<file path="src/rtl/fmrt_pkg.sv">
package fmrt_pkg;

	localparam int CAL_W       = 16;
	localparam int SS_W        = 12;
	localparam int ELAPSED_W   = 16;
	localparam int COUNT_W     = 16;
	localparam int RATE_W      = 32;
	localparam int TOTAL_W     = 32;
	localparam int SCALE_W     = 24;
	localparam int NUM_W       = SCALE_W + COUNT_W;
	localparam int DEN_W       = ELAPSED_W + CAL_W;
	localparam int VPROD_W     = RATE_W + SS_W;
	localparam int CFG_IDX_W   = 2;
	localparam int CFG_DATA_W  = 16;

	// Rate in hundredths of l/min = 1e7 * pulses / (elapsed_ms * cal_x100).
	localparam logic [SCALE_W-1:0] RATE_SCALE = 24'd10000000;

	localparam logic [CAL_W-1:0]   CAL_RESET = 16'd750;
	localparam logic [SS_W-1:0]    SS_RESET  = 12'd1;
	localparam logic [COUNT_W-1:0] COUNT_MAX = '1;

	localparam logic [CFG_IDX_W-1:0] REG_CAL0 = 2'd0;
	localparam logic [CFG_IDX_W-1:0] REG_CAL1 = 2'd1;
	localparam logic [CFG_IDX_W-1:0] REG_SS   = 2'd2;

endpackage

</file>
<file path="src/rtl/flow_meter_rate_totalizer_unit.sv">
// Two-channel flow meter. A pulse transaction (s_tuser[0] = 0) bumps the
// pulse count of its channel, saturating at 65535. A measure transaction
// (s_tuser[0] = 1) takes and clears the count and reports
// rate = 1e7 * pulses / (elapsed_ms * cal) in hundredths of l/min and the
// channel total, which grows by sampling_seconds * rate / 6 ml on a nonzero
// rate and is cleared on a zero rate. A measure with no counted pulses
// goes straight to the total update; any other measure runs the bit-serial
// path: the two multiplies, which run side by side, the one-bit-per-cycle
// rate divider (which saturates without iterating when the quotient would
// overflow), the volume multiply and the base-4 divide by six, then the
// total update, which returns to idle before the next transaction. A rate
// that truncates to zero skips the volume path. Only one measure is in
// flight; s_tready is low meanwhile, while a finished result may wait on
// the output register.
// Configuration writes are taken at any time but belong in idle periods.
module flow_meter_rate_totalizer_unit (
	input  logic                               clk,
	input  logic                               arst_n,
	input  logic                               s_tvalid,
	output logic                               s_tready,
	input  logic [fmrt_pkg::ELAPSED_W-1:0]     s_tdata,   // elapsed_ms
	input  logic [1:0]                         s_tuser,   // action, channel
	output logic                               m_tvalid,
	input  logic                               m_tready,
	output logic [fmrt_pkg::RATE_W+fmrt_pkg::TOTAL_W-1:0] m_tdata, // rate_centi_lpm, total_ml
	output logic                               m_tuser,   // channel_out
	input  logic                               cfg_valid,
	output logic                               cfg_ready,
	input  logic [fmrt_pkg::CFG_IDX_W-1:0]     cfg_index,
	input  logic [fmrt_pkg::CFG_DATA_W-1:0]    cfg_data
);

	import fmrt_pkg::*;

	localparam logic [2:0] ST_IDLE  = 3'd0;
	localparam logic [2:0] ST_MUL   = 3'd1;
	localparam logic [2:0] ST_DIV   = 3'd2;
	localparam logic [2:0] ST_VMUL  = 3'd3;
	localparam logic [2:0] ST_VDIV  = 3'd4;
	localparam logic [2:0] ST_TOTAL = 3'd5;

	logic [2:0]           state_q;
	logic [CAL_W-1:0]     cal_q [2];
	logic [SS_W-1:0]      ss_q;
	logic [COUNT_W-1:0]   pulse_cnt_q [2];
	logic [TOTAL_W-1:0]   total_q [2];
	logic                 ch_q;
	logic [RATE_W-1:0]    rate_q;
	logic [TOTAL_W-1:0]   vol_q;
	logic                 m_tvalid_q;
	logic [RATE_W+TOTAL_W-1:0] m_tdata_q;
	logic                 m_tuser_q;

	logic                 in_action;
	logic                 in_ch;
	logic                 accept;
	logic [COUNT_W-1:0]   cur_pulses;
	logic                 mul_start;
	logic                 den_done;
	logic                 num_done;
	logic [DEN_W-1:0]     den_prod;
	logic [NUM_W-1:0]     num_prod;
	logic                 div_start;
	logic                 div_done;
	logic [RATE_W-1:0]    div_quot;
	logic                 vmul_start;
	logic                 vmul_done;
	logic [VPROD_W-1:0]   vmul_prod;
	logic                 d6_start;
	logic                 d6_done;
	logic [VPROD_W-1:0]   d6_quot;
	logic                 out_free;
	logic                 load_out;
	logic [TOTAL_W:0]     total_sum;
	logic [TOTAL_W-1:0]   new_total;

	assign in_action  = s_tuser[0];
	assign in_ch      = s_tuser[1];
	assign s_tready   = state_q == ST_IDLE;
	assign accept     = s_tvalid & s_tready;
	assign cur_pulses = pulse_cnt_q[in_ch];
	assign cfg_ready  = 1'b1;

	assign mul_start  = accept & in_action & (cur_pulses != '0);
	assign div_start  = (state_q == ST_MUL) & den_done & num_done;
	assign vmul_start = (state_q == ST_DIV) & div_done & (div_quot != '0);
	assign d6_start   = (state_q == ST_VMUL) & vmul_done;

	fmrt_smul #(.AW(CAL_W), .BW(ELAPSED_W)) u_den_mul (
		.clk(clk), .arst_n(arst_n), .start(mul_start),
		.a(cal_q[in_ch]), .b(s_tdata), .done(den_done), .product(den_prod)
	);

	fmrt_smul #(.AW(SCALE_W), .BW(COUNT_W)) u_num_mul (
		.clk(clk), .arst_n(arst_n), .start(mul_start),
		.a(RATE_SCALE), .b(cur_pulses), .done(num_done), .product(num_prod)
	);

	fmrt_sdiv #(.NW(NUM_W), .DW(DEN_W), .QW(RATE_W)) u_rate_div (
		.clk(clk), .arst_n(arst_n), .start(div_start),
		.num(num_prod), .den(den_prod), .done(div_done), .quot(div_quot)
	);

	fmrt_smul #(.AW(RATE_W), .BW(SS_W)) u_vol_mul (
		.clk(clk), .arst_n(arst_n), .start(vmul_start),
		.a(div_quot), .b(ss_q), .done(vmul_done), .product(vmul_prod)
	);

	fmrt_div6 #(.W(VPROD_W)) u_vol_div (
		.clk(clk), .arst_n(arst_n), .start(d6_start),
		.value(vmul_prod), .done(d6_done), .quot(d6_quot)
	);

	assign out_free  = !m_tvalid_q | m_tready;
	assign load_out  = (state_q == ST_TOTAL) & out_free;
	assign total_sum = {1'b0, total_q[ch_q]} + {1'b0, vol_q};

	always_comb begin
		if (rate_q == '0) begin
			new_total = '0;
		end else if (total_sum[TOTAL_W]) begin
			new_total = '1;
		end else begin
			new_total = total_sum[TOTAL_W-1:0];
		end
	end

	always_ff @(posedge clk or negedge arst_n) begin
		if (!arst_n) begin
			state_q        <= ST_IDLE;
			cal_q[0]       <= CAL_RESET;
			cal_q[1]       <= CAL_RESET;
			ss_q           <= SS_RESET;
			pulse_cnt_q[0] <= '0;
			pulse_cnt_q[1] <= '0;
			total_q[0]     <= '0;
			total_q[1]     <= '0;
			m_tvalid_q     <= 1'b0;
		end else begin
			if (cfg_valid && cfg_ready) begin
				case (cfg_index)
					REG_CAL0: cal_q[0] <= cfg_data[CAL_W-1:0];
					REG_CAL1: cal_q[1] <= cfg_data[CAL_W-1:0];
					REG_SS:   ss_q     <= cfg_data[SS_W-1:0];
					default: begin
					end
				endcase
			end

			if (load_out) begin
				m_tvalid_q <= 1'b1;
			end else if (m_tready) begin
				m_tvalid_q <= 1'b0;
			end

			unique case (state_q)
				ST_IDLE: begin
					if (accept) begin
						if (in_action) begin
							pulse_cnt_q[in_ch] <= '0;
							state_q <= (cur_pulses == '0) ? ST_TOTAL : ST_MUL;
						end else if (cur_pulses != COUNT_MAX) begin
							pulse_cnt_q[in_ch] <= cur_pulses + 1'b1;
						end
					end
				end
				ST_MUL: begin
					if (div_start) begin
						state_q <= ST_DIV;
					end
				end
				ST_DIV: begin
					if (div_done) begin
						state_q <= (div_quot != '0) ? ST_VMUL : ST_TOTAL;
					end
				end
				ST_VMUL: begin
					if (vmul_done) begin
						state_q <= ST_VDIV;
					end
				end
				ST_VDIV: begin
					if (d6_done) begin
						state_q <= ST_TOTAL;
					end
				end
				ST_TOTAL: begin
					if (out_free) begin
						total_q[ch_q] <= new_total;
						state_q       <= ST_IDLE;
					end
				end
				default: begin
					state_q <= ST_IDLE;
				end
			endcase
		end
	end

	always_ff @(posedge clk) begin
		if (accept && in_action) begin
			ch_q   <= in_ch;
			rate_q <= '0;
		end
		if ((state_q == ST_DIV) && div_done) begin
			rate_q <= div_quot;
		end
		if ((state_q == ST_VDIV) && d6_done) begin
			vol_q <= (d6_quot[VPROD_W-1:TOTAL_W] != '0) ? '1 : d6_quot[TOTAL_W-1:0];
		end
		if (load_out) begin
			m_tdata_q <= {new_total, rate_q};
			m_tuser_q <= ch_q;
		end
	end

	assign m_tvalid = m_tvalid_q;
	assign m_tdata  = m_tdata_q;
	assign m_tuser  = m_tuser_q;

	a_pulse_no_result: assert property (@(posedge clk) disable iff (!arst_n)
		accept && !in_action && !m_tvalid_q |=> !m_tvalid_q)
		else $error("pulse transaction produced a result");

	a_div_in_state: assert property (@(posedge clk) disable iff (!arst_n)
		div_done |-> state_q == ST_DIV)
		else $error("rate divider finished outside its state");

	a_zero_rate_clears: assert property (@(posedge clk) disable iff (!arst_n)
		load_out && rate_q == '0 |=> m_tdata_q[RATE_W +: TOTAL_W] == '0)
		else $error("zero rate did not clear the total");

	a_count_saturates: assert property (@(posedge clk) disable iff (!arst_n)
		accept && !in_action && cur_pulses == COUNT_MAX
		|=> pulse_cnt_q[$past(in_ch)] == COUNT_MAX)
		else $error("pulse count wrapped");

endmodule

</file>
<file path="src/rtl/fmrt_smul.sv">
module fmrt_smul #(
	parameter int AW = fmrt_pkg::CAL_W,
	parameter int BW = fmrt_pkg::ELAPSED_W
) (
	input  logic             clk,
	input  logic             arst_n,
	input  logic             start,
	input  logic [AW-1:0]    a,
	input  logic [BW-1:0]    b,
	output logic             done,
	output logic [AW+BW-1:0] product
);

	localparam int PW = AW + BW;
	localparam int CW = $clog2(BW + 1);

	logic [PW-1:0] acc_q;
	logic [PW-1:0] mcand_q;
	logic [BW-1:0] mplier_q;
	logic [CW-1:0] cnt_q;
	logic          done_q;

	always_ff @(posedge clk or negedge arst_n) begin
		if (!arst_n) begin
			cnt_q  <= '0;
			done_q <= 1'b0;
		end else begin
			done_q <= 1'b0;
			if (start) begin
				cnt_q <= CW'(BW);
			end else if (cnt_q != '0) begin
				cnt_q <= cnt_q - 1'b1;
				if (cnt_q == CW'(1)) begin
					done_q <= 1'b1;
				end
			end
		end
	end

	// One multiplier bit per cycle, least significant first.
	always_ff @(posedge clk) begin
		if (start) begin
			acc_q    <= '0;
			mcand_q  <= PW'(a);
			mplier_q <= b;
		end else if (cnt_q != '0) begin
			if (mplier_q[0]) begin
				acc_q <= acc_q + mcand_q;
			end
			mcand_q  <= {mcand_q[PW-2:0], 1'b0};
			mplier_q <= {1'b0, mplier_q[BW-1:1]};
		end
	end

	assign done    = done_q;
	assign product = acc_q;

endmodule

</file>
<file path="src/rtl/fmrt_sdiv.sv">
module fmrt_sdiv #(
	parameter int NW = fmrt_pkg::NUM_W,
	parameter int DW = fmrt_pkg::DEN_W,
	parameter int QW = fmrt_pkg::RATE_W
) (
	input  logic          clk,
	input  logic          arst_n,
	input  logic          start,
	input  logic [NW-1:0] num,
	input  logic [DW-1:0] den,
	output logic          done,
	output logic [QW-1:0] quot
);

	localparam int CW = $clog2(QW + 1);

	logic [DW-1:0] rem_q;
	logic [QW-1:0] low_q;
	logic [DW-1:0] den_q;
	logic [CW-1:0] cnt_q;
	logic          done_q;

	logic          ovf;
	logic [DW:0]   trial;
	logic [DW:0]   diff;
	logic          ge;

	// The quotient fits in QW bits exactly when the numerator's upper part is
	// below the divisor; otherwise the result saturates without iterating.
	assign ovf   = DW'(num[NW-1:QW]) >= den;
	assign trial = {rem_q, low_q[QW-1]};
	assign diff  = trial - {1'b0, den_q};
	assign ge    = trial >= {1'b0, den_q};

	always_ff @(posedge clk or negedge arst_n) begin
		if (!arst_n) begin
			cnt_q  <= '0;
			done_q <= 1'b0;
		end else begin
			done_q <= 1'b0;
			if (start) begin
				if (ovf) begin
					done_q <= 1'b1;
				end else begin
					cnt_q <= CW'(QW);
				end
			end else if (cnt_q != '0) begin
				cnt_q <= cnt_q - 1'b1;
				if (cnt_q == CW'(1)) begin
					done_q <= 1'b1;
				end
			end
		end
	end

	// Restoring division: quotient bits shift in as numerator bits shift out.
	always_ff @(posedge clk) begin
		if (start) begin
			den_q <= den;
			rem_q <= DW'(num[NW-1:QW]);
			low_q <= ovf ? '1 : num[QW-1:0];
		end else if (cnt_q != '0) begin
			rem_q <= ge ? diff[DW-1:0] : trial[DW-1:0];
			low_q <= {low_q[QW-2:0], ge};
		end
	end

	assign done = done_q;
	assign quot = low_q;

endmodule

</file>
<file path="src/rtl/fmrt_div6.sv">
module fmrt_div6 #(
	parameter int W = fmrt_pkg::VPROD_W
) (
	input  logic         clk,
	input  logic         arst_n,
	input  logic         start,
	input  logic [W-1:0] value,
	output logic         done,
	output logic [W-1:0] quot
);

	localparam int SW = W / 2;
	localparam int CW = $clog2(SW + 1);

	logic [W-1:0]  val_q;
	logic [2:0]    rem_q;
	logic [CW-1:0] cnt_q;
	logic          done_q;

	logic [4:0]    part;
	logic [1:0]    qd;
	logic [4:0]    sub;
	logic [4:0]    rest;

	// One base-4 digit per cycle; the running remainder stays below six.
	assign part = {rem_q, val_q[W-1:W-2]};

	always_comb begin
		priority if (part >= 5'd18) begin
			qd  = 2'd3;
			sub = 5'd18;
		end else if (part >= 5'd12) begin
			qd  = 2'd2;
			sub = 5'd12;
		end else if (part >= 5'd6) begin
			qd  = 2'd1;
			sub = 5'd6;
		end else begin
			qd  = 2'd0;
			sub = 5'd0;
		end
	end

	assign rest = part - sub;

	always_ff @(posedge clk or negedge arst_n) begin
		if (!arst_n) begin
			cnt_q  <= '0;
			done_q <= 1'b0;
		end else begin
			done_q <= 1'b0;
			if (start) begin
				cnt_q <= CW'(SW);
			end else if (cnt_q != '0) begin
				cnt_q <= cnt_q - 1'b1;
				if (cnt_q == CW'(1)) begin
					done_q <= 1'b1;
				end
			end
		end
	end

	always_ff @(posedge clk) begin
		if (start) begin
			val_q <= value;
			rem_q <= '0;
		end else if (cnt_q != '0) begin
			val_q <= {val_q[W-3:0], qd};
			rem_q <= rest[2:0];
		end
	end

	assign done = done_q;
	assign quot = val_q;

endmodule
</file>
<file path="config.mk">
export PLATFORM = sky130hd
export DESIGN_NAME = flow_meter_rate_totalizer_unit
export DESIGN_NICKNAME = d
export VERILOG_FILES = /design/src/rtl/fmrt_pkg.sv /design/src/rtl/flow_meter_rate_totalizer_unit.sv /design/src/rtl/fmrt_smul.sv /design/src/rtl/fmrt_sdiv.sv /design/src/rtl/fmrt_div6.sv
export SDC_FILE = /design/constraint.sdc
export NUM_CORES = 1
export LEC_CHECK = 0
export BUFFER_PORTS_ARGS = -buffer_cell sky130_fd_sc_hd__buf_2
export CAP_MARGIN = 25
export CORE_ASPECT_RATIO = 1.2
export CORE_MARGIN = 2
export CORE_UTILIZATION = 40
export DETAILED_ROUTE_END_ITERATION = 10
export SLEW_MARGIN = 20
export SYNTH_ARGS = -nofsm -noshare
export SYNTH_HDL_FRONTEND = slang
export SYNTH_SLANG_ARGS = --single-unit
</file>
<file path="constraint.sdc">
create_clock -name clk -period 5.77 [get_ports clk]
set_input_delay 1.154 -clock clk [delete_from_list [all_inputs] [get_ports clk]]
set_output_delay 1.154 -clock clk [all_outputs]
set_load 0.01 [all_outputs]
</file>
==> flow_summary_export.csv <==
group,metric,value,unit
status,run_status,"finished clean",
global_routing,grt_max_degree,126,
clock_tree,hold_buffers,0,
clock_tree,cts_max_path_buffers,3,
sta,fin_skew,0.03048,ns
detailed_routing,drt_iter0_markers,1607,
worst_setup_path,path_cells,"buf_4 -> mux2_2 -> ha_1 -> a211o_1 -> a221oi_2 -> o21ai_2 -> a31oi_4 -> o21ai_2 -> a221oi_4 -> o221ai_2 -> o22a_4 -> a2111oi_4 -> nor2_1",
placed_design,pre_cts_slack,1.034,ns
clock_tree,postCtsSetupBuffers,0,
clock_tree,cts_tree,"built",
run,drv_cap,0,
clock_tree,cts.repair.resized,0,
global_routing,grt.overflow.total,0,
floorplanning,ios,109,
worst_setup_path,path_common_cell,"o21ai_2",
logic_synthesis,ys.flop_type,"edfxtp_1",
floorplanning,die_y,337.2,um
logic_synthesis,synthArstFlopShare,0.2454,
sta,setup_slack,1.245,ns
worst_setup_path,path_class,"flop to flop",
clock_tree,clock-root-buffer,"clkbuf_16",
sta,fin_tns_setup,0,ns
detailed_routing,drt_wl_total,85.53,mm
floorplanning,die_area,0.09499,sq mm
worst_setup_path,arrival,4.90,ns
global_routing,grt_pass1_vias,26550,
global_routing,grt_pass1_wl,139.0,mm
logic_synthesis,syn_nets,4025,
detailed_routing,drtAntennaViolNets,0,
worst_setup_path,cpPeakStageDelay,0.75,ns
worst_setup_path,rr_startpoint,"ch_q",
sta,min_period,4.525,ns
logic_synthesis,synth_xor_xnor_area_share,0.03549,
logic_synthesis,ys_seq_elements,709,
worst_setup_path,end_kind,"flop",
worst_hold_path,whs_endpoint,"m_tdata[3]",
global_routing,grt_use_total,0.1797,
detailed_routing,routedWlPerCell,16.65,um
sta,final-max-slew-violation-count,0,
worst_setup_path,ff2ff_setup_slack,1.24,ns
logic_synthesis,synth_top_family_by_area,"compound AO/OA/AOI/OAI gates",
logic_synthesis,syn_area,0.03701,sq mm
pwr,p_per_area,247.2,mW/mm^2
floorplanning,die_x,281.7,um
placed_design,port_buffers,107,
global_routing,antenna_found_initial,2,
finish,final_layout_size_suffix_gt1_frac,0.1144,
logic_synthesis,syn_avg_cell_area,9.779,sq um
worst_hold_path,hold_class,"flop to flop",
clock_tree,worstSkewPairLatency,0.64,ns
worst_setup_path,crit_required,6.14,ns
finish,multi_input_area,0.01752,sq mm
detailed_routing,vias,26940,
sta,worstMarginPinSlew,0.9905,ns
clock_tree,h-tree-depth,3,
clock_tree,numCtsBuffers,76,
finish,fin_nets,4075,
sta,slew_headroom,0.3381,
detailed_routing,drc,0,
finish,num_antenna_cells,0,
clock_tree,clkTransAtPathRegs,0.06,ns
worst_hold_path,min_delay_path_depth,0,
worst_setup_path,slowest_stage,"edfxtp_1",
floorplanning,rows,122,
logic_synthesis,synth-edff-count,338,
sta,clock.fmax,0.2210,GHz
logic_synthesis,seq_area_frac_synth,0.4989,
worst_setup_path,critPathLaunchType,"flop",
finish,seqCellArea,0.01847,sq mm
finish,area_delta_synth_final,11.42,%
worst_setup_path,reg2reg_to,"m_tdata[58]",
logic_synthesis,ys_warn_count,0,
floorplanning,initial_core_util,0.4021,
logic_synthesis,yosys.area_share.simple,0.1618,
floorplanning,core,0.09205,sq mm
logic_synthesis,synth_adder_area_share,0.06828,
pwr,p_leak,0.01691,uW
sta,hold_viol_final,0,
logic_synthesis,synth_mux_area_frac,0.04253,
sta,rsz0062_at_grt,"no",
worst_setup_path,reg2reg_depth,13,
logic_synthesis,yosysUniqueCellTypes,88,
placed_design,dp_hpwl,61.38,mm
pwr,peakVddDrop,0.2031,mV
sta,setup_viol,0,
logic_synthesis,synth_compound_area_frac,0.1632,
worst_setup_path,crit_fanout,32,
worst_hold_path,min_from,"rate_q[3]",
finish,n_fill_cell,8870,
detailed_routing,drt_pass1_iterations,5,
clock_tree,cts.sinks,709,
detailed_routing,vias_per_cell,5.245,
placed_design,place.gp.congestion,0.8763,
sta,worst_hold_slack,0.4536,ns
logic_synthesis,netlist_instances,3785,
sta,period_share,0.7843,
[synthesized netlist by cell type (all sizes together), types with 73 or more instances]
cell	count	share of area
nor2	231	0.023
nand3	73	0.0099
a21oi	306	0.041
ha	194	0.066
dfrtp	159	0.11
inv	106	0.011
o21ai	225	0.031
edfxtp	338	0.27
a21o	114	0.023
dfxtp	197	0.11
nand2	710	0.072
mux2	90	0.027
xnor2	100	0.024
clkbuf	145	0.015
[cell usage in the layout, fill, tap and decap left out, types with 10 or more instances in the layout]
master	netlist	final
a211o_1	12	12
a211oi_1	46	46
a21o_1	114	114
a21oi_1	306	306
a31oi_1	27	27
and2_1	53	53
and3_1	12	10
buf_2	13	106
buf_4	2	38
clkbuf_1	145	19
clkbuf_16	0	78
clkinv_2	0	14
dfrtp_1	159	159
dfstp_2	15	15
dfxtp_1	197	197
edfxtp_1	338	338
ha_1	194	194
inv_1	106	105
mux2_2	90	90
mux2i_1	56	56
nand2_1	710	708
nand2b_1	25	24
nand3_1	73	71
nand3b_1	12	12
nand4_1	22	22
nor2_1	230	227
nor2b_1	21	21
nor3_1	61	61
nor4_1	34	34
o211ai_1	18	18
o21a_1	31	31
o21ai_0	218	217
o21bai_1	24	24
o22a_1	26	26
o31ai_1	30	29
or2_2	44	44
or3_1	15	15
xnor2_1	100	100
xor2_1	50	50
[report_power, final]
group	internal (uW)	leakage [uW]	total [uW]	switching [uW]
clock network	2650	0.00116	4700	2060
logic	73.1	0.00932	152	79.2
registers	5310	0.00643	5340	27.1
total	8030	0.0169	10200	2160
[cell type report]
type                       instances  area share
clock buffer                     101     0.05040
clock inverter                    39    0.007191
inverter                         106    0.009648
multi-input combinational       2792      0.4248
sequential                       709      0.4478
tap                             1240     0.03762
timing repair buffer             150     0.02254
[worst max-delay path: cells and delay by family (launching register included)]
kind,cells,cell delay (ns)
AO/OA/AOI/OAI,9,2.46
adder cells (fa/ha/maj),1,0.35
buffers and inverters,1,0.27
flip-flops,1,0.75
multiplexers,1,0.35
AND/OR/NAND/NOR,1,0.07
[registers in the layout, indices dropped and copies added, names as in the netlist, 33 cells and up]
register / count
u_vol_mul.product: 44
total_q: 64
u_num_mul.product: 33
u_vol_mul.mcand_q: 44
m_tdata: 64
u_num_mul.mcand_q: 33
u_vol_div.quot: 44
[worst max path at each step]
stage | from | to | slack [ns]
floorplan | s_tuser[1] | u_den_mul.mcand_q[0] | 0.66
global placement | s_tuser[1] | u_den_mul.mcand_q[0] | 1.16
detailed placement | s_tuser[1] | u_den_mul.mcand_q[0] | 1.03
CTS | ch_q | m_tdata[58] | 1.23
global route | ch_q | m_tdata[58] | 0.99
finish | ch_q | m_tdata[58] | 1.24
[logic make-up after synthesis]
| logic type | Yosys count |
|---|---|
| compound gates | 950 |
| xor+xnor | 150 |
| mux | 146 |
| flops | 709 |
| fa+ha+maj | 199 |
| other cells | 1 |
| simple gates | 1346 |
| buf+inv | 284 |
[routing by layer]
metal,global-route usage,share of wire,vias up
met4,0.06270,0.028,2
met5,0,0.00019,-
met2,0.3206,0.49,454
met3,0.02357,0.037,132
met1,0.2220,0.44,12680
li1,-,-,13680
[through the flow]
stage	cell area [sq um]	utilization	cells	total power, uW
after floorplan	37010	-	3785	5522
after global placement	38820	0.4218	4995	5598
after detailed placement	38840	0.4220	4996	5603
after CTS	41220	0.4478	5136	10330
after global routing	41240	0.4480	5137	10550
final	41240	0.4480	5137	10190
(Power assumes the default switching activity.)
